<file path="config.mk">
export PLATFORM = sky130hd
export DESIGN_NAME = dmnt_hash
export DESIGN_NICKNAME = d
export VERILOG_FILES = /design/src/hw/rtl/dmnt_pkg.sv /design/src/hw/rtl/dmnt_hash.sv
export SDC_FILE = /design/constraint.sdc
export NUM_CORES = 1
export LEC_CHECK = 0
export ABC_AREA = 1
export BUFFER_PORTS_ARGS = -buffer_cell sky130_fd_sc_hd__buf_2
export CAP_MARGIN = 0
export CELL_PAD_IN_SITES_DETAIL_PLACEMENT = 1
export CELL_PAD_IN_SITES_GLOBAL_PLACEMENT = 2
export CORE_MARGIN = 8
export CORE_UTILIZATION = 38
export CTS_CLUSTER_SIZE = 14
export DETAILED_ROUTE_END_ITERATION = 10
export PLACE_DENSITY_LB_ADDON = 0.25
export SLEW_MARGIN = 20
export SYNTH_ARGS = -nofsm -noshare
export SYNTH_HDL_FRONTEND = slang
export SYNTH_SLANG_ARGS = --single-unit
export TNS_END_PERCENT = 50
</file>
<file path="constraint.sdc">
create_clock -name clock -period 6.89 [get_ports clock]
set_input_delay 1.378 -clock clock [delete_from_list [all_inputs] [get_ports clock]]
set_output_delay 1.378 -clock clock [all_outputs]
set_load 0.005 [all_outputs]
</file>
<file path="src/hw/rtl/dmnt_pkg.sv">
// ---------------------------------------------------------------------------
// Name table package
// Shared widths, defaults, operation codes and control structs.
// ---------------------------------------------------------------------------
`timescale 1ns / 1ps
`default_nettype none

package dmnt_pkg;

   localparam int FUNC_W     = 2;
   localparam int CHAR_W     = 8;
   localparam int VALUE_W    = 16;
   localparam int SLOT_OUT_W = 4;

   localparam int SLOTS_DEF      = 16;
   localparam int NAME_MAX_DEF   = 256;
   localparam int VALUE_BITS_DEF = 16;

   // (h + c) * c stays below 2^17 for any slot count up to 256.
   localparam int PROD_W = 17;
   localparam int MUL_W  = 2 * PROD_W;

   typedef enum logic [FUNC_W-1:0] {
      FUNC_INSERT = 2'd0,
      FUNC_LOOKUP = 2'd1,
      FUNC_DELETE = 2'd2
   } func_type;

   typedef struct packed {
      logic     start;
      func_type func;
   } store_cmd_type;

   typedef struct packed {
      logic done;
      logic ok;
   } store_stat_type;

endpackage

`default_nettype wire

</file>
<file path="src/hw/rtl/dmnt_hash.sv">
// ---------------------------------------------------------------------------
// Slot hash unit
// Computes ((acc + c) * c) mod SLOTS with one shared multiplier, used for the
// product, the reciprocal quotient estimate and the back-multiplication.
// ---------------------------------------------------------------------------
`timescale 1ns / 1ps
`default_nettype none

module dmnt_hash import dmnt_pkg::*; #(
   parameter int SLOTS = SLOTS_DEF
) (
   input  logic                       clock,
   input  logic                       reset,
   input  logic                       start,
   input  logic [$clog2(SLOTS)-1:0]   acc_in,
   input  logic [CHAR_W-1:0]          char_in,
   output logic                       done,
   output logic [$clog2(SLOTS)-1:0]   result
);

   localparam int SLOT_W = $clog2(SLOTS);
   localparam int REM_W  = SLOT_W + 1;
   localparam int RECIP  = (1 << PROD_W) / SLOTS;

   typedef enum logic [2:0] {
      H_IDLE,
      H_PROD,
      H_QUOT,
      H_BACK,
      H_FIX
   } hash_state_type;

   hash_state_type     state_ff, state_in;
   logic [PROD_W-1:0]  a_ff, a_in;
   logic [PROD_W-1:0]  b_ff, b_in;
   logic [PROD_W-1:0]  prod_ff, prod_in;
   logic [REM_W-1:0]   rem_ff, rem_in;
   logic [SLOT_W-1:0]  result_ff, result_in;
   logic               done_ff, done_in;
   logic [MUL_W-1:0]   mul;

   assign mul = MUL_W'(a_ff) * MUL_W'(b_ff);

   always_comb begin
      state_in  = state_ff;
      a_in      = a_ff;
      b_in      = b_ff;
      prod_in   = prod_ff;
      rem_in    = rem_ff;
      result_in = result_ff;
      done_in   = 1'b0;
      case (state_ff)
         H_IDLE: begin
            if (start) begin
               a_in     = PROD_W'(acc_in) + PROD_W'(char_in);
               b_in     = PROD_W'(char_in);
               state_in = H_PROD;
            end
         end
         H_PROD: begin
            prod_in  = mul[PROD_W-1:0];
            a_in     = mul[PROD_W-1:0];
            b_in     = PROD_W'(RECIP);
            state_in = H_QUOT;
         end
         H_QUOT: begin
            // The estimate is the true quotient or one below it.
            a_in     = mul[MUL_W-1:PROD_W];
            b_in     = PROD_W'(SLOTS);
            state_in = H_BACK;
         end
         H_BACK: begin
            rem_in   = REM_W'(prod_ff - mul[PROD_W-1:0]);
            state_in = H_FIX;
         end
         H_FIX: begin
            if (rem_ff >= REM_W'(SLOTS)) begin
               result_in = SLOT_W'(rem_ff - REM_W'(SLOTS));
            end else begin
               result_in = SLOT_W'(rem_ff);
            end
            done_in  = 1'b1;
            state_in = H_IDLE;
         end
         default: begin
            state_in = H_IDLE;
         end
      endcase
   end

   always_ff @(posedge clock) begin
      if (reset) begin
         state_ff <= H_IDLE;
         done_ff  <= 1'b0;
      end else begin
         state_ff <= state_in;
         done_ff  <= done_in;
      end
      a_ff      <= a_in;
      b_ff      <= b_in;
      prod_ff   <= prod_in;
      rem_ff    <= rem_in;
      result_ff <= result_in;
   end

   assign done   = done_ff;
   assign result = result_ff;

endmodule

`default_nettype wire

</file>
==> key figures <==
Route
  – WL per Instance: between 15 and 20 µm
  – DR iter-0 viols: roughly 310
  – Post-DRT Antenna Nets: 0
  – 1st-pass router iterations: 4
  – DR vias: around 6,800
  – Final WL: approximately 24 mm
  – DRC: 0
  – Vias per cell: 4.70

Layout
  – Fraction of layout cells with a size suffix above 1: slightly below 5%
  – Antenna diode count: 0
  – Final #Nets: approximately 1,400
  – Syn-to-layout area delta: 5.47%

GRT
  – First-pass GRT wire length: 39.7 mm
  – Grt ovf: 0
  – Largest net degree at the start of global routing: 27
  – Antenna violations before repair: 0
  – Vias in the first global route: 7,253
  – Total track usage: 19.0%

Setup path
  – R2R Path End: a_ff[6]$_DFFE_PP_
  – CP top delay family: adder cells
  – CP Class: register to register
  – Worst Path Required: 6.92 ns
  – Critical Path Source Type: register
  – R2R setup slack: 1.19 ns
  – Worst stage delay on the critical path: ~0.81 ns
  – Levels on crit path: 19
  – Critical-path cell list: nand2_1 > fa_1 > inv_1 > fa_1 > ha_1 > fa_1 > fa_1 > inv_1 > fa_1 > inv_1 > ha_1 > nand2_1 > nor2_1 > and2_1 > nand4_1 > nand3_1 > nand2_1 > nand3_1 > nand2_1
  – CP dominant cell by count: fa_1
  – Crit path launch: b_ff[4]$_DFFE_PP_
  – R2R cell count: 19
  – Critical Path End Type: register
  – Worst path arrival time: between 5 and 6 ns
  – WP buf/inv: 3
  – Slowest CP cell: edfxtp_1
  – CP Capture Point: a_ff[6]$_DFFE_PP_
  – Max FO, Critical Path: 17
  – Worst r2r src: b_ff[4]$_DFFE_PP_

Floorplan
  – Chip height: about 160 µm
  – Width of the die: around 160 µm
  – Die Area: approximately 27,000 µm²
  – Io pins: 20
  – Initial Util: 38.4%
  – Core Region: approximately 22,000 µm²
  – FP Rows: 54

STA
  – Final period utilization: around 83%
  – Final hold violation count: 0
  – Clk_skew: a little under 0.01 ns
  – Fmax: ~180 MHz
  – RSZ-0062 raised after global routing: no
  – Pins over their slew limit: 0
  – Worst slew pin tran: roughly 0.88 ns
  – Setup_tns: 0 ns
  – Tmin final: roughly 5.7 ns
  – Max_slew headroom: between 40% and 50%
  – # setup viols final: 0

Clock network
  – CTS Buffer Depth: 2
  – CTS tree: done
  – CTS clock-pin slew for the worst setup and hold paths: 0.07 ns
  – Root Driver: clkbuf_16
  – CTS sink count: between 40 and 50
  – Hold-fix buffers, CTS: 0
  – Number of gates resized after cts: 0
  – Setup Fix Bufs, Post-CTS: 0
  – H-tree Lvls: 2
  – Num CTS Buffers: 5
  – Clock Latency Late Sink: around 0.30 ns

Synth
  – Syn Nets: ~1,400
  – Sequential share of the synthesized area: between 10 and 15%
  – Synthesized area: 8310 µm²
  – Synthesized flop and latch total: 42
  – Synth warn: 0
  – Async S/R FF share, synth: 0%
  – Post-synth cell types: 37
  – Post-Syn Area per Cell: roughly 7.1 µm²
  – Post-Synthesis Cells: approximately 1,200
  – Main synth FF type: edfxtp_1
  – EDFF count, synth: 38

Run status
  – Status: completed

Placement
  – IO buf count: 19
  – Post-DP HPWL: 20.5 mm
  – GP Congestion: between 0.8 and 0.9

Min path
  – HP Class: register to register

Flow run
  – Max_cap viols: 0
[stage by stage]
step	cells	area [µm²]	hold slack [ns]	util (%)	setup WS, ns
after CTS	1445	8760	0.425	40.5	1.19
after global routing	1445	8760	0.435	40.5	0.893
final	1445	8760	0.424	40.5	1.19
after global placement	1437	8620	0.402	39.9	1.28
after detailed placement	1437	8620	0.409	39.9	1.25
after floorplan	1173	8310	0.400	-	1.78
[area by class of cell]
cell class              instances  area, µm²
fillers                      2786      12900
multi-input cells             727       5560
inverters                     367       1380
flip-flops and latches         42       1220
well taps                     280        350
clock buffers                   6        129
repair buffers                 21        110
clock inverters                 2       13.8
[state kept, by name (all words and copies together) (netlist names)]
signal    count
state_ff      3
b_ff          9
rem_ff        4
a_ff         17
prod_ff       4
done          1
result        4
[synth_stat cells (2+ instances only)]
master / number / area [µm²]
nor4_1: 3 / 18.8
nand3_1: 52 / 260
o21ai_0: 5 / 25.0
buf_2: 2 / 10.0
fa_1: 102 / 2040
xnor2_1: 4 / 35.0
a21oi_1: 20 / 100
ha_1: 99 / 1240
nand2_1: 350 / 1310
o21bai_1: 5 / 37.5
buf_4: 2 / 15.0
dfxtp_1: 4 / 80.1
edfxtp_1: 38 / 1140
inv_2: 10 / 37.5
nand4_1: 8 / 50.1
or2_1: 2 / 12.5
or2_2: 5 / 31.3
clkbuf_1: 33 / 124
inv_1: 354 / 1330
xor2_1: 2 / 17.5
nand3b_1: 4 / 30.0
nor2_2: 6 / 37.5
nor2_1: 37 / 139
nor3_1: 6 / 30.0
clkinv_1: 2 / 7.51
o21ai_1: 6 / 30.0
nand2_2: 2 / 12.5
[kinds of logic after synthesis]
logic type | after synthesis | share of synthesized area, %
AO/OA/AOI/OAI | 40 | 2.68
AND/OR/NAND/NOR | 480 | 24.1
adder cells (fa/ha/maj) | 201 | 39.5
buffers and inverters | 404 | 18.4
flip-flops | 42 | 14.7
XOR/XNOR | 6 | 0.633
[cells in the final DEF, fill, tap and decap left out, drive strengths merged]
cell,n
inv,365
nand2,353
fa,102
ha,99
nand3,52
nor2,44
edfxtp,38
a21oi,21
buf,21
o21ai,11
nand4,8
nor3,8
or2,7
clkbuf,6
o21bai,5
nand3b,4
xnor2,4
dfxtp,4
clkinv,4
nor4,3
xor2,2
o211ai,1
and2,1
o22ai,1
a21boi,1
[metal layers]
layer / vias to the layer above / wire length (µm) / track usage (%)
met4: 0 / 395 / 3.97
met2: 76 / 10800 / 30.2
met1: 3334 / 12200 / 27.6
met5: - / 0 / 0
li1: 3367 / - / -
met3: 20 / 646 / 1.68
[how the worst min path moves through the flow]
stage | startpoint | to | slack (ns) | cells after the start
5_1_grt | rem_ff[2]$_DFFE_PP_ | result[2]$_DFFE_PP_ | 0.43 | 0
2_1_floorplan | rem_ff[0]$_DFFE_PP_ | result[0]$_DFFE_PP_ | 0.40 | 0
6_report | rem_ff[2]$_DFFE_PP_ | result[2]$_DFFE_PP_ | 0.42 | 0
3_3_place_gp | rem_ff[0]$_DFFE_PP_ | result[0]$_DFFE_PP_ | 0.40 | 0
3_5_place_dp | rem_ff[2]$_DFFE_PP_ | result[2]$_DFFE_PP_ | 0.41 | 0
4_1_cts | rem_ff[2]$_DFFE_PP_ | result[2]$_DFFE_PP_ | 0.43 | 0
Power is not shown: default switching activity piles up to over one toggle a cycle in this logic, so the estimate is an artifact.
